===== src/rtl/core/pva_pkg.sv =====
// pva_pkg: shared types and constants of the polyphonic voice allocator
// no dependencies; used by the sequencer and the top level
`default_nettype none

package pva_pkg;

    // configuration port
    localparam int CFG_DATA_W = 4;
    localparam logic CFG_IDX_MAX_VOICES  = 1'b0;
    localparam logic CFG_IDX_ROUND_ROBIN = 1'b1;

    // input command codes
    localparam logic CMD_NOTE  = 1'b0;
    localparam logic CMD_FLUSH = 1'b1;

    typedef struct packed {
        logic [CFG_DATA_W-1:0] max_voices;
        logic                  round_robin;
    } cfg_t;

    // control of one result transaction from the sequencer
    typedef struct packed {
        logic valid;
        logic flush_mark;
        logic last;
    } push_t;

    typedef enum logic [2:0] {
        ST_IDLE,
        ST_MOD,
        ST_SEARCH,
        ST_ONPUT,
        ST_FLUSH,
        ST_MATCH,
        ST_EMIT
    } state_t;

endpackage

`default_nettype wire


===== src/rtl/core/pva_pitch_ram.sv =====
// pva_pitch_ram: per-voice pitch store, one write port and one registered read port
// no dependencies
`default_nettype none

module pva_pitch_ram #(
    parameter int DEPTH = 8,
    parameter int WIDTH = 16,
    parameter int AW    = 3
) (
    input  wire logic             aclk,
    input  wire logic             we,
    input  wire logic [AW-1:0]    waddr,
    input  wire logic [WIDTH-1:0] wdata,
    input  wire logic [AW-1:0]    raddr,
    output logic      [WIDTH-1:0] rdata
);

    logic [WIDTH-1:0] mem [DEPTH];

    always_ff @(posedge aclk) begin
        if (we) begin
            mem[waddr] <= wdata;
        end
    end

    always_ff @(posedge aclk) begin
        rdata <= mem[raddr];
    end

endmodule

`default_nettype wire


===== src/rtl/core/pva_seq.sv =====
// pva_seq: sequencer of the voice allocator; active bits, pointer, active count,
// one-voice-per-cycle search and pitch compare. depends on pva_pkg, pva_pitch_ram
`default_nettype none

module pva_seq #(
    parameter int VOICES    = 8,
    parameter int CODE_BITS = 16,
    parameter int IDX_W     = (VOICES > 1) ? $clog2(VOICES) : 1,
    parameter int CNT_W     = $clog2(VOICES + 1)
) (
    input  wire logic                 aclk,
    input  wire logic                 aresetn,
    input  wire pva_pkg::cfg_t        cfg_i,
    input  wire logic                 in_valid,
    output logic                      in_ready,
    input  wire logic                 in_cmd,
    input  wire logic [CODE_BITS-1:0] in_pitch,
    input  wire logic [CODE_BITS-1:0] in_velocity,
    input  wire logic                 out_free,
    output pva_pkg::push_t            push,
    output logic      [IDX_W-1:0]     res_voice,
    output logic      [CODE_BITS-1:0] res_pitch,
    output logic      [CODE_BITS-1:0] res_velocity,
    output logic      [CNT_W-1:0]     res_count
);

    pva_pkg::state_t state_reg, state_next;

    logic [CODE_BITS-1:0] pitch_reg, pitch_next;
    logic [CODE_BITS-1:0] vel_reg, vel_next;
    logic [VOICES-1:0]    active_reg, active_next;
    logic [VOICES-1:0]    mask_reg, mask_next;
    logic [CNT_W-1:0]     count_reg, count_next;
    logic [IDX_W-1:0]     rr_reg, rr_next;
    logic [CNT_W-1:0]     ptr_reg, ptr_next;
    logic [IDX_W-1:0]     idx_reg, idx_next;
    logic [CNT_W-1:0]     scan_reg, scan_next;
    logic                 cmp_valid_reg, cmp_valid_next;
    logic [IDX_W-1:0]     cmp_idx_reg, cmp_idx_next;
    logic [IDX_W-1:0]     sel_reg, sel_next;

    logic [CNT_W-1:0]     n_use;
    logic [CNT_W-1:0]     n_minus1;
    logic                 ram_we;
    logic [IDX_W-1:0]     ram_raddr;
    logic [CODE_BITS-1:0] ram_rdata;
    logic                 hit;
    logic [VOICES-1:0]    idx_bit;
    logic [IDX_W-1:0]     idx_wrap;
    logic [IDX_W-1:0]     sel_wrap;

    // voices in use, clamped to 1..VOICES
    always_comb begin
        if (cfg_i.max_voices == '0) begin
            n_use = CNT_W'(1);
        end else if (32'(cfg_i.max_voices) > VOICES) begin
            n_use = CNT_W'(VOICES);
        end else begin
            n_use = CNT_W'(cfg_i.max_voices);
        end
    end

    assign n_minus1 = n_use - CNT_W'(1);
    assign idx_wrap = (CNT_W'(idx_reg) + CNT_W'(1) == n_use) ? '0 : idx_reg + IDX_W'(1);
    assign sel_wrap = (CNT_W'(sel_reg) + CNT_W'(1) == n_use) ? '0 : sel_reg + IDX_W'(1);
    assign idx_bit  = VOICES'(1) << idx_reg;
    assign hit      = cmp_valid_reg && active_reg[cmp_idx_reg] && (ram_rdata == pitch_reg);
    assign ram_raddr = (32'(scan_reg) < VOICES) ? scan_reg[IDX_W-1:0] : '0;
    assign ram_we   = (state_reg == pva_pkg::ST_ONPUT) && out_free;

    pva_pitch_ram #(
        .DEPTH (VOICES),
        .WIDTH (CODE_BITS),
        .AW    (IDX_W)
    ) u_ram (
        .aclk  (aclk),
        .we    (ram_we),
        .waddr (sel_reg),
        .wdata (pitch_reg),
        .raddr (ram_raddr),
        .rdata (ram_rdata)
    );

    // next state
    always_comb begin
        state_next = state_reg;
        case (state_reg)
            pva_pkg::ST_IDLE: begin
                if (in_valid) begin
                    if (in_cmd == pva_pkg::CMD_FLUSH) begin
                        state_next = pva_pkg::ST_FLUSH;
                    end else if (in_velocity == '0) begin
                        state_next = pva_pkg::ST_MATCH;
                    end else if (cfg_i.round_robin) begin
                        state_next = pva_pkg::ST_MOD;
                    end else begin
                        state_next = pva_pkg::ST_SEARCH;
                    end
                end
            end
            pva_pkg::ST_MOD: begin
                if (ptr_reg < n_use) begin
                    state_next = pva_pkg::ST_SEARCH;
                end
            end
            pva_pkg::ST_SEARCH: begin
                if (!active_reg[idx_reg] || scan_reg == n_minus1) begin
                    state_next = pva_pkg::ST_ONPUT;
                end
            end
            pva_pkg::ST_ONPUT: begin
                if (out_free) begin
                    state_next = pva_pkg::ST_IDLE;
                end
            end
            pva_pkg::ST_FLUSH: begin
                if (out_free && idx_reg == IDX_W'(VOICES - 1)) begin
                    state_next = pva_pkg::ST_IDLE;
                end
            end
            pva_pkg::ST_MATCH: begin
                if (32'(scan_reg) == VOICES && !cmp_valid_reg) begin
                    state_next = pva_pkg::ST_EMIT;
                end
            end
            pva_pkg::ST_EMIT: begin
                if (mask_reg == '0) begin
                    state_next = pva_pkg::ST_IDLE;
                end
            end
            default: state_next = pva_pkg::ST_IDLE;
        endcase
    end

    // datapath and outputs
    always_comb begin
        pitch_next     = pitch_reg;
        vel_next       = vel_reg;
        active_next    = active_reg;
        mask_next      = mask_reg;
        count_next     = count_reg;
        rr_next        = rr_reg;
        ptr_next       = ptr_reg;
        idx_next       = idx_reg;
        scan_next      = scan_reg;
        cmp_valid_next = 1'b0;
        cmp_idx_next   = cmp_idx_reg;
        sel_next       = sel_reg;
        in_ready       = 1'b0;
        push           = '0;
        res_voice      = idx_reg;
        res_pitch      = pitch_reg;
        res_velocity   = '0;
        res_count      = count_reg;

        case (state_reg)
            pva_pkg::ST_IDLE: begin
                in_ready   = 1'b1;
                pitch_next = in_pitch;
                vel_next   = in_velocity;
                ptr_next   = CNT_W'(rr_reg);
                idx_next   = '0;
                scan_next  = '0;
                mask_next  = '0;
                if (in_valid && in_cmd == pva_pkg::CMD_FLUSH) begin
                    active_next = '0;
                    count_next  = '0;
                end
            end
            pva_pkg::ST_MOD: begin
                // pointer modulo voices in use, one subtract per cycle
                if (ptr_reg >= n_use) begin
                    ptr_next = ptr_reg - n_use;
                end else begin
                    idx_next  = ptr_reg[IDX_W-1:0];
                    scan_next = '0;
                end
            end
            pva_pkg::ST_SEARCH: begin
                if (!active_reg[idx_reg]) begin
                    sel_next = idx_reg;
                end else if (scan_reg == n_minus1) begin
                    sel_next = cfg_i.round_robin ? ptr_reg[IDX_W-1:0] : n_minus1[IDX_W-1:0];
                end else begin
                    idx_next  = idx_wrap;
                    scan_next = scan_reg + CNT_W'(1);
                end
            end
            pva_pkg::ST_ONPUT: begin
                res_voice    = sel_reg;
                res_velocity = vel_reg;
                res_count    = count_reg + CNT_W'(!active_reg[sel_reg]);
                if (out_free) begin
                    push.valid           = 1'b1;
                    push.last            = 1'b1;
                    active_next[sel_reg] = 1'b1;
                    count_next           = res_count;
                    if (cfg_i.round_robin) begin
                        rr_next = sel_wrap;
                    end
                end
            end
            pva_pkg::ST_FLUSH: begin
                res_pitch = '0;
                if (out_free) begin
                    push.valid      = 1'b1;
                    push.flush_mark = 1'b1;
                    push.last       = (idx_reg == IDX_W'(VOICES - 1));
                    idx_next        = idx_reg + IDX_W'(1);
                end
            end
            pva_pkg::ST_MATCH: begin
                // read one voice per cycle, compare on the following cycle
                if (32'(scan_reg) < VOICES) begin
                    cmp_valid_next = 1'b1;
                    cmp_idx_next   = scan_reg[IDX_W-1:0];
                    scan_next      = scan_reg + CNT_W'(1);
                end
                if (hit) begin
                    mask_next[cmp_idx_reg]   = 1'b1;
                    active_next[cmp_idx_reg] = 1'b0;
                    count_next               = count_reg - CNT_W'(1);
                end
            end
            pva_pkg::ST_EMIT: begin
                if (mask_reg != '0) begin
                    if (mask_reg[idx_reg]) begin
                        if (out_free) begin
                            push.valid = 1'b1;
                            push.last  = ((mask_reg & ~idx_bit) == '0);
                            mask_next  = mask_reg & ~idx_bit;
                            idx_next   = idx_reg + IDX_W'(1);
                        end
                    end else begin
                        idx_next = idx_reg + IDX_W'(1);
                    end
                end
            end
            default: begin
            end
        endcase
    end

    always_ff @(posedge aclk) begin
        if (!aresetn) begin
            state_reg     <= pva_pkg::ST_IDLE;
            active_reg    <= '0;
            count_reg     <= '0;
            rr_reg        <= '0;
            cmp_valid_reg <= 1'b0;
            mask_reg      <= '0;
        end else begin
            state_reg     <= state_next;
            active_reg    <= active_next;
            count_reg     <= count_next;
            rr_reg        <= rr_next;
            cmp_valid_reg <= cmp_valid_next;
            mask_reg      <= mask_next;
        end
    end

    always_ff @(posedge aclk) begin
        pitch_reg   <= pitch_next;
        vel_reg     <= vel_next;
        ptr_reg     <= ptr_next;
        idx_reg     <= idx_next;
        scan_reg    <= scan_next;
        cmp_idx_reg <= cmp_idx_next;
        sel_reg     <= sel_next;
    end

    // active count tracks the active bits
    a_count_matches: assert property (@(posedge aclk) disable iff (!aresetn)
        32'(count_reg) == $countones(active_reg))
        else $error("active count out of step with active bits");

    a_push_when_free: assert property (@(posedge aclk) disable iff (!aresetn)
        push.valid |-> out_free)
        else $error("result pushed into a full output register");

    a_rr_held: assert property (@(posedge aclk) disable iff (!aresetn)
        !cfg_i.round_robin |=> $stable(rr_reg))
        else $error("pointer moved in lowest-free mode");

    a_flush_last: assert property (@(posedge aclk) disable iff (!aresetn)
        (push.valid && push.flush_mark && push.last) |-> (res_voice == IDX_W'(VOICES - 1)))
        else $error("flush ended before the top voice");

endmodule

`default_nettype wire


===== src/rtl/core/poly_voice_allocator_core.sv =====
// poly_voice_allocator_core: top level of the polyphonic voice allocator
// depends on pva_pkg, pva_seq (which holds pva_pitch_ram)
//
// Input channel (s_*): one note event or flush per transaction. Velocity zero
// is a note off. A note on gives one result, a note off one result per
// released voice (possibly none), a flush one result per voice.
// Result channel (m_*): valid/ready; m_last marks the final result of an input.
// Config: cfg_wr_en writes cfg_wdata to register cfg_addr (0 max_voices,
// 1 round_robin_mode); write only while the block is idle.
// Steps to the last result, with n the voices in use and no back-pressure:
//   note on, lowest-free mode: search of the voices (one voice tested per cycle)
//   note on, round-robin: the pointer is reduced mod n by subtraction before the search
//   note off: all pitches compared (one pitch read per cycle, then one
//   voice per cycle through the release mask)
//   flush: every voice in turn (one result per cycle)
// s_ready is high only while the sequencer is idle. A registered output stage
// holds each result; when m_ready stays low the sequencer waits before pushing another.
// Reset clears all voices, the pointer and the active count, and sets
// max_voices to 8 and round-robin mode on. No clearing pass is needed.
`default_nettype none

module poly_voice_allocator_core #(
    parameter int VOICES    = 8,
    parameter int CODE_BITS = 16,
    parameter int IDX_W     = (VOICES > 1) ? $clog2(VOICES) : 1,
    parameter int CNT_W     = $clog2(VOICES + 1)
) (
    input  wire logic                           aclk,
    input  wire logic                           aresetn,
    input  wire logic                           cfg_wr_en,
    input  wire logic                           cfg_addr,
    input  wire logic [pva_pkg::CFG_DATA_W-1:0] cfg_wdata,
    input  wire logic                           s_valid,
    output logic                                s_ready,
    input  wire logic                           s_cmd,
    input  wire logic [CODE_BITS-1:0]           s_note_pitch,
    input  wire logic [CODE_BITS-1:0]           s_note_velocity,
    output logic                                m_valid,
    input  wire logic                           m_ready,
    output logic      [IDX_W-1:0]               m_voice_index,
    output logic      [CODE_BITS-1:0]           m_out_pitch,
    output logic      [CODE_BITS-1:0]           m_out_velocity,
    output logic                                m_flush_mark,
    output logic      [CNT_W-1:0]               m_active_count,
    output logic                                m_last
);

    pva_pkg::cfg_t  cfg_reg;
    pva_pkg::push_t push;

    logic                 out_free;
    logic                 m_valid_reg;
    logic [IDX_W-1:0]     res_voice;
    logic [CODE_BITS-1:0] res_pitch;
    logic [CODE_BITS-1:0] res_velocity;
    logic [CNT_W-1:0]     res_count;
    logic [IDX_W-1:0]     voice_reg;
    logic [CODE_BITS-1:0] pitch_reg;
    logic [CODE_BITS-1:0] velocity_reg;
    logic                 flush_reg;
    logic [CNT_W-1:0]     count_reg;
    logic                 last_reg;

    always_ff @(posedge aclk) begin
        if (!aresetn) begin
            cfg_reg.max_voices  <= pva_pkg::CFG_DATA_W'(8);
            cfg_reg.round_robin <= 1'b1;
        end else if (cfg_wr_en) begin
            case (cfg_addr)
                pva_pkg::CFG_IDX_MAX_VOICES:  cfg_reg.max_voices  <= cfg_wdata;
                pva_pkg::CFG_IDX_ROUND_ROBIN: cfg_reg.round_robin <= cfg_wdata[0];
                default: begin
                end
            endcase
        end
    end

    assign out_free = !m_valid_reg || m_ready;

    pva_seq #(
        .VOICES    (VOICES),
        .CODE_BITS (CODE_BITS),
        .IDX_W     (IDX_W),
        .CNT_W     (CNT_W)
    ) u_seq (
        .aclk         (aclk),
        .aresetn      (aresetn),
        .cfg_i        (cfg_reg),
        .in_valid     (s_valid),
        .in_ready     (s_ready),
        .in_cmd       (s_cmd),
        .in_pitch     (s_note_pitch),
        .in_velocity  (s_note_velocity),
        .out_free     (out_free),
        .push         (push),
        .res_voice    (res_voice),
        .res_pitch    (res_pitch),
        .res_velocity (res_velocity),
        .res_count    (res_count)
    );

    // output register stage
    always_ff @(posedge aclk) begin
        if (!aresetn) begin
            m_valid_reg <= 1'b0;
        end else if (push.valid) begin
            m_valid_reg <= 1'b1;
        end else if (m_ready) begin
            m_valid_reg <= 1'b0;
        end
    end

    always_ff @(posedge aclk) begin
        if (push.valid) begin
            voice_reg    <= res_voice;
            pitch_reg    <= res_pitch;
            velocity_reg <= res_velocity;
            flush_reg    <= push.flush_mark;
            count_reg    <= res_count;
            last_reg     <= push.last;
        end
    end

    assign m_valid        = m_valid_reg;
    assign m_voice_index  = voice_reg;
    assign m_out_pitch    = pitch_reg;
    assign m_out_velocity = velocity_reg;
    assign m_flush_mark   = flush_reg;
    assign m_active_count = count_reg;
    assign m_last         = last_reg;

endmodule

`default_nettype wire

===== config.mk =====
export PLATFORM = sky130hd
export DESIGN_NAME = poly_voice_allocator_core
export DESIGN_NICKNAME = d
export VERILOG_FILES = /design/src/rtl/core/pva_pkg.sv /design/src/rtl/core/pva_pitch_ram.sv /design/src/rtl/core/pva_seq.sv /design/src/rtl/core/poly_voice_allocator_core.sv
export SDC_FILE = /design/constraint.sdc
export NUM_CORES = 1
export LEC_CHECK = 0
export ABC_AREA = 1
export BUFFER_PORTS_ARGS = -buffer_cell sky130_fd_sc_hd__buf_2
export CELL_PAD_IN_SITES_DETAIL_PLACEMENT = 0
export CELL_PAD_IN_SITES_GLOBAL_PLACEMENT = 2
export CORE_AREA = 4 4 171 173
export CTS_CLUSTER_DIAMETER = 60
export DETAILED_ROUTE_END_ITERATION = 10
export DIE_AREA = 0 0 175 177
export GPL_ROUTABILITY_DRIVEN = 0
export GPL_TIMING_DRIVEN = 0
export PLACE_DENSITY_LB_ADDON = 0.1
export SLEW_MARGIN = 20
export SYNTH_ARGS = -nofsm -noshare
export SYNTH_HDL_FRONTEND = slang
export SYNTH_SLANG_ARGS = --single-unit

===== constraint.sdc =====
create_clock -name aclk -period 7.3 [get_ports aclk]
set_input_delay 0.365 -clock aclk [delete_from_list [all_inputs] [get_ports aclk]]
set_output_delay 0.365 -clock aclk [all_outputs]
set_load 0.02 [all_outputs]

==> impl_results.md, run 1 <==
* Post-synth top flop: edfxtp_1
* Skew final at about 15 ps
* Yosys warnings at 0
* DRC Markers at 0
* Gate power share at 0.317
* Synth Instances at between 1000 and 1500
* Post-CTS Setup Inserts at 0
* Vias in the first global route at ~8600
* Count of cell types in the netlist at between 40 and 50
* RSZ-0062 raised after global routing: false
* Avg Cell Area, Syn at 10.6 µm²
* Port bufs at 84
* Pint at 0.00375 W
* Detailed Route WL at 31800 µm
* Status: complete, no violations
* Nets at roughly 1300
* Initial antenna violation count at 0
* P_sw at 0.00212 W
* Routed WL per cell at 18.9 µm
* DP Area at between 0.01 and 0.015 mm²
* Final Hold Viols at 0
* Reg with most FFs: u_seq.u_ram.mem
* Design area at roughly 0.014 mm²
* Slew headroom at 0.506
* First-pass detailed-route iteration total at 7
* Clock-pin slew on the worst setup and hold paths at 60 ps
* Startpoint class of the critical path: flip-flop
* Fmax at around 300 MHz
* Tcrit/Tclk final at 0.447
* Worst min path class: input pin to flip-flop
* Max-slew violation count at 0
* GRT Resource Usage Total at 0.205
* Critical path's slowest cell: nor3_1
* Via count at ~8500
* H-tree Lvls at 1
* Die Ht at approximately 180 µm
* Max reg flops at about 130
* Die ar. at 0.0310 mm²
* Asr flop ratio synth at 0
* Crit Path Max Fanout at 5
* Critical path required time at approximately 7500 ps
* Clk buf depth at 3
* Initial drt markers at between 500 and 600
* Share of power burned in registers at 0.401
* Initial core utilization at 0.424
* Die outline width at approximately 180 µm
* Clk_lat worst skew at 580 ps
* First-pass GRT wire length at just under 50000 µm
* Pin count of the biggest net entering global routing at 21
* Sw Ratio at 0.361
* # IOs at 86
* Clock power frac at 0.282
* Register area share after synthesis at 0.642
* Clock Sinks at between 200 and 300
* Std cell rows at just over 60
* CP arrival at 3480 ps
* Number of flops mapped to enable cells by yosys at about 220
* Type of the worst setup path: flip-flop to flip-flop
* Fin crit period at approximately 3300 ps
* CTS tree: done
* Grt ovf at 0
* DP HPWL at around 22000 µm
* Antenna-violating nets left at 0
* Final setup vio count at 0
* Cts hold-fix bufs at 35
* Max Cap Viol at 0
* Core area at between 0.02 and 0.03 mm²
* Clock root buffer: clkbuf_16
* Crit. End Element: flip-flop
* Post-Synthesis Cell Area at between 0.01 and 0.015 mm²
* Peak VDD IR at 281 µV
* Cell Chain, Critical Path: o21ai_0, nand2_1, inv_1, ha_1, inv_1, fa_1, nand2_1, a21oi_1, a41oi_1, o21ai_0, nor3_1
* Measured slew at the worst slew-check pin at approximately 740 ps
* Diode count at 0
* Pleak at approximately 5.5 nW
* Area grow syn2layout at 21.9%
* TNS Setup at 0 ps
* R2R setup slack at approximately 4000 ps
* Post-cts sizing count at 0
* Register bit count reported by yosys at 267
* Layout cell share with drive strength beyond 1 at 0.164
* Ratio of routed vias to standard cells at 5.09
* Syn nets at around 1200
* Highest cell delay on the worst timing path at roughly 550 ps
* CTS Buf Count at 31
* Pwr Density at between 400 and 500 mW/mm²
-- routing by layer --
metal,up-vias,track usage,routed length [µm]
met4,0,0.0645,1000
met5,-,0,0
met1,4109,0.261,13800
li1,4207,-,-
met2,163,0.364,15700
met3,65,0.0269,1210
-- cells in the mapped netlist, drive strengths merged (12+ instances only) --
cell type,instances,share of area
inv,106,0.034
dfxtp,49,0.084
a31oi,17,0.0091
o21ai,73,0.031
o211ai,21,0.013
nor2,171,0.055
ha,16,0.017
o32ai,16,0.012
xnor2,16,0.012
o21bai,16,0.010
nand3,57,0.025
edfxtp,218,0.56
or2,21,0.011
clkbuf,27,0.0086
nand2,154,0.050
buf,21,0.010
nor3,12,0.0056
a21oi,53,0.024
-- layout make-up --
cell class	count	area [µm²]
inverters	108	405
repair buffers	134	960
plain buffers	48	219
clock inverters	17	243
flip-flops and latches	267	7530
fillers	2559	13300
clock buffers	41	863
multi-input cells	687	3600
well taps	378	473
-- cells in the final DEF (no fill, tap or decap), types with 6 or more instances in the layout --
cell type        n
clkbuf_1        32
clkbuf_16       31
or2_2           21
o21ai_0         73
nand4_1          8
dlygate4sd3_1   35
o21bai_1        16
nor2_1         162
dfxtp_1         49
buf_8            8
nor3_1          11
buf_2          103
inv_2            6
nand2_1        153
ha_1            16
nor2_2           8
o22ai_1          8
nand3_1         55
a21oi_1         52
o31ai_1          8
edfxtp_1       218
o32ai_1         16
a31oi_1         17
xnor2_1         16
o211ai_1        21
inv_1          100
-- final timing paths --
path,cells after the start,end,startpoint
max,11,u_seq.scan_reg[0],cfg_reg[2]
min,2,cfg_reg[0],cfg_wdata[0]
max reg2reg,11,u_seq.scan_reg[0],cfg_reg[2]
min reg2reg,2,u_seq.active_reg[1],u_seq.active_reg[1]
-- worst max-delay path: cells and delay by family, from the launching register on --
| family | cells | cell delay, ps |
|---|---|---|
| AND/OR/NAND/NOR | 3 | 880 |
| adder cells (fa/ha/maj) | 2 | 590 |
| buffers and inverters | 2 | 220 |
| flip-flops | 1 | 340 |
| AO/OA/AOI/OAI | 4 | 860 |
-- kinds of logic (layout without fill, tap and decap cells) --
family	Yosys count	count (layout)	synth area share
flip-flops	267	267	0.642
XOR/XNOR	20	20	0.0149
buffers and inverters	156	348	0.0533
adder cells (fa/ha/maj)	17	17	0.0188
AO/OA/AOI/OAI	221	221	0.115
AND/OR/NAND/NOR	429	429	0.156
-- power by group through the flow --
stage / registers [W] / clock network (W) / logic (W)
after global routing: 0.00239 / 0.00175 / 0.00208
after CTS: 0.00236 / 0.00169 / 0.00189
after global placement: 0.00240 / 0 / 0.00180
after floorplan: 0.00241 / 0 / 0.00113
final: 0.00236 / 0.00166 / 0.00186
after detailed placement: 0.00239 / 0 / 0.00186
-- metrics by stage --
stage	instances	power, W	worst slack [ps]	util	hold slack [ps]
6_report	1680	0.00587	4040	0.517	58.4
5_1_grt	1680	0.00623	3780	0.517	54.8
4_1_cts	1680	0.00593	4010	0.517	30.5
3_5_place_dp	1587	0.00425	4040	0.464	469
3_3_place_gp	1572	0.00420	2120	0.456	469
2_1_floorplan	1110	0.00355	4270	-	454
Power figures use the tool's default switching activity.
==> run 2: changes to the inputs <==
- CORE_AREA: 4 4 171 173 -> 4 4 186 188
- DIE_AREA: 0 0 175 177 -> 0 0 190 192
- clock period: 7.3 -> 3 ns (I/O delays scaled with it)
==> run 2 against run 1 <==
Net effect:
- global-route usage decreased by 1.7 points
- flip-flop and latch count is the same
- worst hold slack got worse by 35 ps
- register-to-register slack got worse by 3800 ps
- sequential share of layout area decreased by 0.79 points
- largest cell class unchanged
- highest routed layer unchanged
==> impl_results.md, run 2 (synthesized netlist as in run 1, its figures left out) <==
* Status: complete, no violations (unchanged)
* Crit. End Element: flip-flop (unchanged)
* Initial core utilization at 0.354 (was 0.424)
* CTS tree: done (unchanged)
* Ratio of routed vias to standard cells at 4.86 (was 5.09)
* Max-slew violation count at 0 (unchanged)
* DP HPWL at 23800 µm (was 22400 µm)
* TNS Setup at 0 ps (unchanged)
* CP arrival at 3040 ps (was 3480 ps)
* Clock Sinks at 267 (unchanged)
* Fin crit period at 2810 ps (was 3260 ps)
* Critical path required time at 3230 ps (was 7510 ps)
* Clock-pin slew on the worst setup and hold paths at 50 ps (was 60 ps)
* Clk_lat worst skew at 510 ps (was 580 ps)
* Vias in the first global route at 8825 (was 8618)
* Measured slew at the worst slew-check pin at 807 ps (was 741 ps)
* First-pass GRT wire length at 52200 µm (was 49100 µm)
* Final setup vio count at 0 (unchanged)
* Worst setup margin at 189 ps (was 4040 ps)
* Crit Path Max Fanout at 10 (was 5)
* Clk buf depth at 3 (unchanged)
* Slew headroom at 0.462 (was 0.506)
* First-pass detailed-route iteration total at 5 (was 7)
* Diode count at 0 (unchanged)
* Grt ovf at 0 (unchanged)
* Pleak at 5.56 nW (was 5.54 nW)
* Final Util at 0.438 (was 0.517)
* Pwr Density at 1010 mW/mm² (was 411 mW/mm²)
* Via count at 8542 (was 8544)
* Setup slack at placement at -360 ps (was 4040 ps)
* Clock root buffer: clkbuf_16 (unchanged)
* Routed WL per cell at 19.2 µm (was 18.9 µm)
* Max reg flops at 128 (unchanged)
* Detailed Route WL at 33700 µm (was 31800 µm)
* Die ar. at 0.0365 mm² (was 0.0310 mm²)
* Antenna-violating nets left at 0 (unchanged)
* Most frequent cells in the layout: 218 x edfxtp_1, 162 x nor2_1, 152 x nand2_1 (was 218 x edfxtp_1, 162 x nor2_1, 153 x nand2_1)
* Die outline width at 190 µm (was 175 µm)
* Worst min path class: input pin to flip-flop (unchanged)
* Initial drt markers at 489 (was 561)
* Type of the worst setup path: flip-flop to flip-flop (unchanged)
* Std cell rows at 67 (was 61)
* Startpoint class of the critical path: flip-flop (unchanged)
* Final Hold Viols at 0 (unchanged)
* CTS Buf Count at 36 (was 31)
* GRT Resource Usage Total at 0.187 (was 0.205)
* Area grow syn2layout at 23.8% (was 21.9%)
* Port bufs at 84 (unchanged)
* Reg with most FFs: u_seq.u_ram.mem (unchanged)
* Peak VDD IR at 627 µV (was 281 µV)
* Max Cap Viol at 0 (unchanged)
* # IOs at 86 (unchanged)
* RSZ-0062 raised after global routing: false (unchanged)
* Most common cell after layout, fill and taps aside: edfxtp_1 (unchanged)
* Tcrit/Tclk final at 0.937 (was 0.447)
* H-tree Lvls at 2 (was 1)
* Pin count of the biggest net entering global routing at 23 (was 21)
* Nets at 1342 (was 1337)
* Fmax at 356 MHz (was 306 MHz)
* Core area at 0.0331 mm² (was 0.0276 mm²)
* DRC Markers at 0 (unchanged)
* Layout cell share with drive strength beyond 1 at 0.167 (was 0.164)
* Initial antenna violation count at 1 (was 0)
* Die Ht at 192 µm (was 177 µm)
* Skew final at 18.8 ps (was 15.2 ps)
## run 2: stage by stage
step | instances | power, W | area, µm² | hold slack, ps
finish | 1758 | 0.0146 | 14500 | 23.5
global route | 1758 | 0.0155 | 14500 | 45.9
CTS | 1759 | 0.0148 | 14500 | 5.81
detailed placement | 1655 | 0.0105 | 12900 | 329
global placement | 1642 | 0.0103 | 12700 | 328
floorplan | 1110 | 0.00863 | 11700 | 249
## run 2: what timing repair did
action / 4_1_cts / 5_1_grt
pin swaps: 1 / 0
hold endpoints to repair: 37 / 0
setup endpoints to repair: 7 / 9
setup buffers: 1 / 0
gates resized for setup: 3 / 2
hold buffers: 37 / 0
## run 2: power breakdown
group          leakage [nW]  internal, W  switching (W)
Sequential             2.43      0.00516       0.000581
Clock                 0.569      0.00254        0.00161
Combinational          2.57      0.00157        0.00313
## run 2: layer usage
layer	routed length, µm	GRT usage	vias up
met5	0	0	-
met3	1220	0.0265	77
met2	16600	0.326	165
li1	-	-	4232
met1	14800	0.242	4068
met4	1050	0.0615	0
## run 2: layout make-up
type	count	area [µm²]
plain buffers	47	218
flip-flops and latches	267	7530
fillers	3221	18600
inverters	108	405
repair buffers	135	992
clock inverters	16	165
clock buffers	50	1010
multi-input cells	687	3630
well taps	448	561
## run 2: worst paths after layout
kind                        from                endpoint  slack [ps]  depth (start not counted)
max           u_seq.state_reg[1]  u_seq.u_ram.mem[6][15]         190                          7
min                     cfg_addr              cfg_reg[4]          20                          3
max reg2reg   u_seq.state_reg[1]  u_seq.u_ram.mem[6][15]         190                          7
min reg2reg  u_seq.active_reg[1]     u_seq.active_reg[1]         480                          2
## run 2: worst max-delay path, cell delays in order (launching register included)
cell and delay (ps):
dfxtp_1 470, nand3_2 410, inv_1 360, nand2_1 160, buf_2 270, nor4_4 470
buf_6 230, buf_6 140
==> run 3: changes to the inputs <==
- CORE_AREA: 4 4 186 188 -> 2 2 184 186
- DIE_AREA: 0 0 190 192 -> 0 0 186 188
- PLACE_DENSITY_LB_ADDON: 0.1 -> 0.3
==> run 3 against run 2 <==
Net effect:
- clock skew shrank 3.5 ps
- largest power group unchanged
- clock-buffer cell count decreased by 3
- utilization shrank 0.18 points
- final area fell by 0.41%
- die area fell by 4.1%
- register-to-register slack worse by 40 ps
- first-iteration DRC count did not move
- non-clock buffer count up 4
- cell count barely moved
==> impl_results.md, run 3 (synthesized netlist as in run 1, its figures left out) <==
* Max-slew violation count at 0 (unchanged)
* CP arrival at 3060 ps (was 3040 ps)
* Area grow syn2layout at 23.3% (was 23.8%)
* Max reg flops at 128 (unchanged)
* Peak VDD IR at 387 µV (was 627 µV)
* Share of power burned in registers at 0.401 (was 0.393)
* Met3 Wirelength at 1050 µm (was 1220 µm)
* Std cell rows at 67 (unchanged)
* Diode count at 0 (unchanged)
* Antenna-violating nets left at 0 (unchanged)
* Pwr Density at 991 mW/mm² (was 1010 mW/mm²)
* Sw Ratio at 0.366 (was 0.365)
* Pleak at 5.54 nW (was 5.56 nW)
* Clock Sinks at 267 (unchanged)
* Fillers at 3199 (was 3221)
* Max Cap Viol at 0 (unchanged)
* Initial antenna violation count at 0 (was 1)
* Cell Chain, Critical Path: nand3_2, inv_1, nand2_1, buf_2, nand3b_1, buf_8, buf_6, buf_6 (was nand3_2, inv_1, nand2_1, buf_2, nor4_4, buf_6, buf_6)
* DP Area at 0.0129 mm² (about the same)
* DP HPWL at 23100 µm (was 23800 µm)
* Grt ovf at 0 (unchanged)
* Critical path's slowest cell: dfxtp_1 (unchanged)
* Crit. End Element: flip-flop (unchanged)
* Final Hold Viols at 0 (unchanged)
* Clock-pin slew on the worst setup and hold paths at 60 ps (was 50 ps)
* Ratio of routed vias to standard cells at 4.90 (was 4.86)
* Clk buf depth at 3 (unchanged)
* Slew headroom at 0.459 (was 0.462)
* Pin count of the biggest net entering global routing at 25 (was 23)
* H-tree Lvls at 2 (unchanged)
* Fmax at 351 MHz (was 356 MHz)
* Clock power frac at 0.277 (was 0.285)
* Most common cell after layout, fill and taps aside: edfxtp_1 (unchanged)
* Die outline width at 186 µm (was 190 µm)
* TNS Setup at 0 ps (unchanged)
* Routed WL per cell at 18.7 µm (was 19.2 µm)
* Die ar. at 0.0350 mm² (was 0.0365 mm²)
* Initial drt markers at 489 (unchanged)
* Detailed Route WL at 32900 µm (was 33700 µm)
* Initial core utilization at 0.354 (unchanged)
* Pint at 0.00907 W (was 0.00927 W)
* Setup slack at placement at -559 ps (was -360 ps)
* Port bufs at 84 (unchanged)
* Final Util at 0.436 (was 0.438)
* First-pass detailed-route iteration total at 5 (unchanged)
* Most frequent cells in the layout: 218 x edfxtp_1, 162 x nor2_1, 152 x nand2_1 (unchanged)
* Reg with most FFs: u_seq.u_ram.mem (unchanged)
* First-pass GRT wire length at 50500 µm (was 52200 µm)
* # IOs at 86 (unchanged)
* Core area at 0.0331 mm² (unchanged)
* Design area at 0.0144 mm² (was 0.0145 mm²)
* Tcrit/Tclk final at 0.951 (was 0.937)
* Crit Path Max Fanout at 14 (was 10)
* Fin crit period at 2850 ps (was 2810 ps)
* P_sw at 0.00524 W (was 0.00532 W)
* Status: complete, no violations (unchanged)
* CTS Buf Count at 34 (was 36)
* DRC Markers at 0 (unchanged)
* Gate power share at 0.322 (about the same)
* Via count at 8611 (was 8542)
* Critical path required time at 3210 ps (was 3230 ps)
* Type of the worst setup path: flip-flop to flip-flop (unchanged)
* GRT Resource Usage Total at 0.192 (was 0.187)
* Nets at 1344 (was 1342)
* Highest routed layer: met4 (unchanged)
* CP most frequent cell: buf_6 (unchanged)
* Skew final at 15.2 ps (was 18.8 ps)
* CTS tree: done (unchanged)
* Startpoint class of the critical path: flip-flop (unchanged)
* Die Ht at 188 µm (was 192 µm)
* Met2 WL at 16300 µm (was 16600 µm)
* Vias in the first global route at 8602 (was 8825)
* Met1 WL at 14900 µm (was 14800 µm)
* Final setup vio count at 0 (unchanged)
* Measured slew at the worst slew-check pin at 811 ps (was 807 ps)
* Clk_lat worst skew at 500 ps (was 510 ps)
* Worst min path class: input pin to flip-flop (unchanged)
* Clock root buffer: clkbuf_16 (unchanged)
* Worst setup margin at 148 ps (was 189 ps)
* Highest cell delay on the worst timing path at 480 ps (was 470 ps)
* Layout cell share with drive strength beyond 1 at 0.165 (was 0.167)
==> run 3: path summary, 6_finish.rpt <==
path	from	end	slack, ps	cells past startpoint
setup reg to reg	u_seq.state_reg[1]	m_out_pitch[1]	150	8
hold / removal	m_ready	m_valid	40	4
hold reg to reg	u_seq.active_reg[2]	u_seq.active_reg[2]	480	2
setup / recovery	u_seq.state_reg[1]	m_out_pitch[1]	150	8
==> run 3: layout make-up <==
| class | count | area, µm² | area share |
|---|---|---|---|
| Sequential cell | 267 | 7530 | 0.521 |
| Multi-Input combinational cell | 687 | 3620 | 0.251 |
| Timing Repair Buffer | 138 | 1010 | 0.0703 |
| Clock buffer | 47 | 941 | 0.0651 |
| Tap cell | 448 | 561 | 0.0388 |
| Inverter | 108 | 405 | 0.0281 |
| Buffer | 48 | 225 | 0.0156 |
| Clock inverter | 14 | 146 | 0.0101 |
==> run 3: worst max-delay path, delay by kind of cell (launching register included) <==
kind	cells	cell delay (ps)
buf+inv	5	1220
flops	1	480
simple gates	3	850
==> run 3: power by group through the flow <==
stage	clock (W)	sequential [W]	combinational, W
CTS	0.00406	0.00574	0.00467
global placement	0	0.00584	0.00443
floorplan	0	0.00588	0.00276
detailed placement	0	0.00581	0.00458
global route	0.00419	0.00584	0.00514
finish	0.00397	0.00574	0.00461
==> run 3: metrics by stage <==
stage / hold WS [ps] / cells / total power (W)
after floorplan: 249 / 1110 / 0.00863
after global placement: 327 / 1642 / 0.0103
after detailed placement: 329 / 1656 / 0.0104
after CTS: 21.3 / 1757 / 0.0145
after global routing: 48.6 / 1757 / 0.0152
final: 35.5 / 1757 / 0.0143
==> run 3: metal layers <==
metal / up-vias / track usage
met1: 4195 / 0.256
met3: 44 / 0.0256
met5: - / 0
li1: 4219 / -
met2: 153 / 0.328
met4: 0 / 0.0521
==> run 3: repair_timing <==
| action | in CTS | in global routing |
|---|---|---|
| endpoints found under the hold margin | 37 | 0 |
| setup endpoints to repair | 11 | 7 |
| resized for setup | 4 | 6 |
| hold buffers | 39 | 0 |
| pin swaps | 1 | 1 |
| gates cloned | 0 | 0 |
| setup buffers | 1 | 0 |
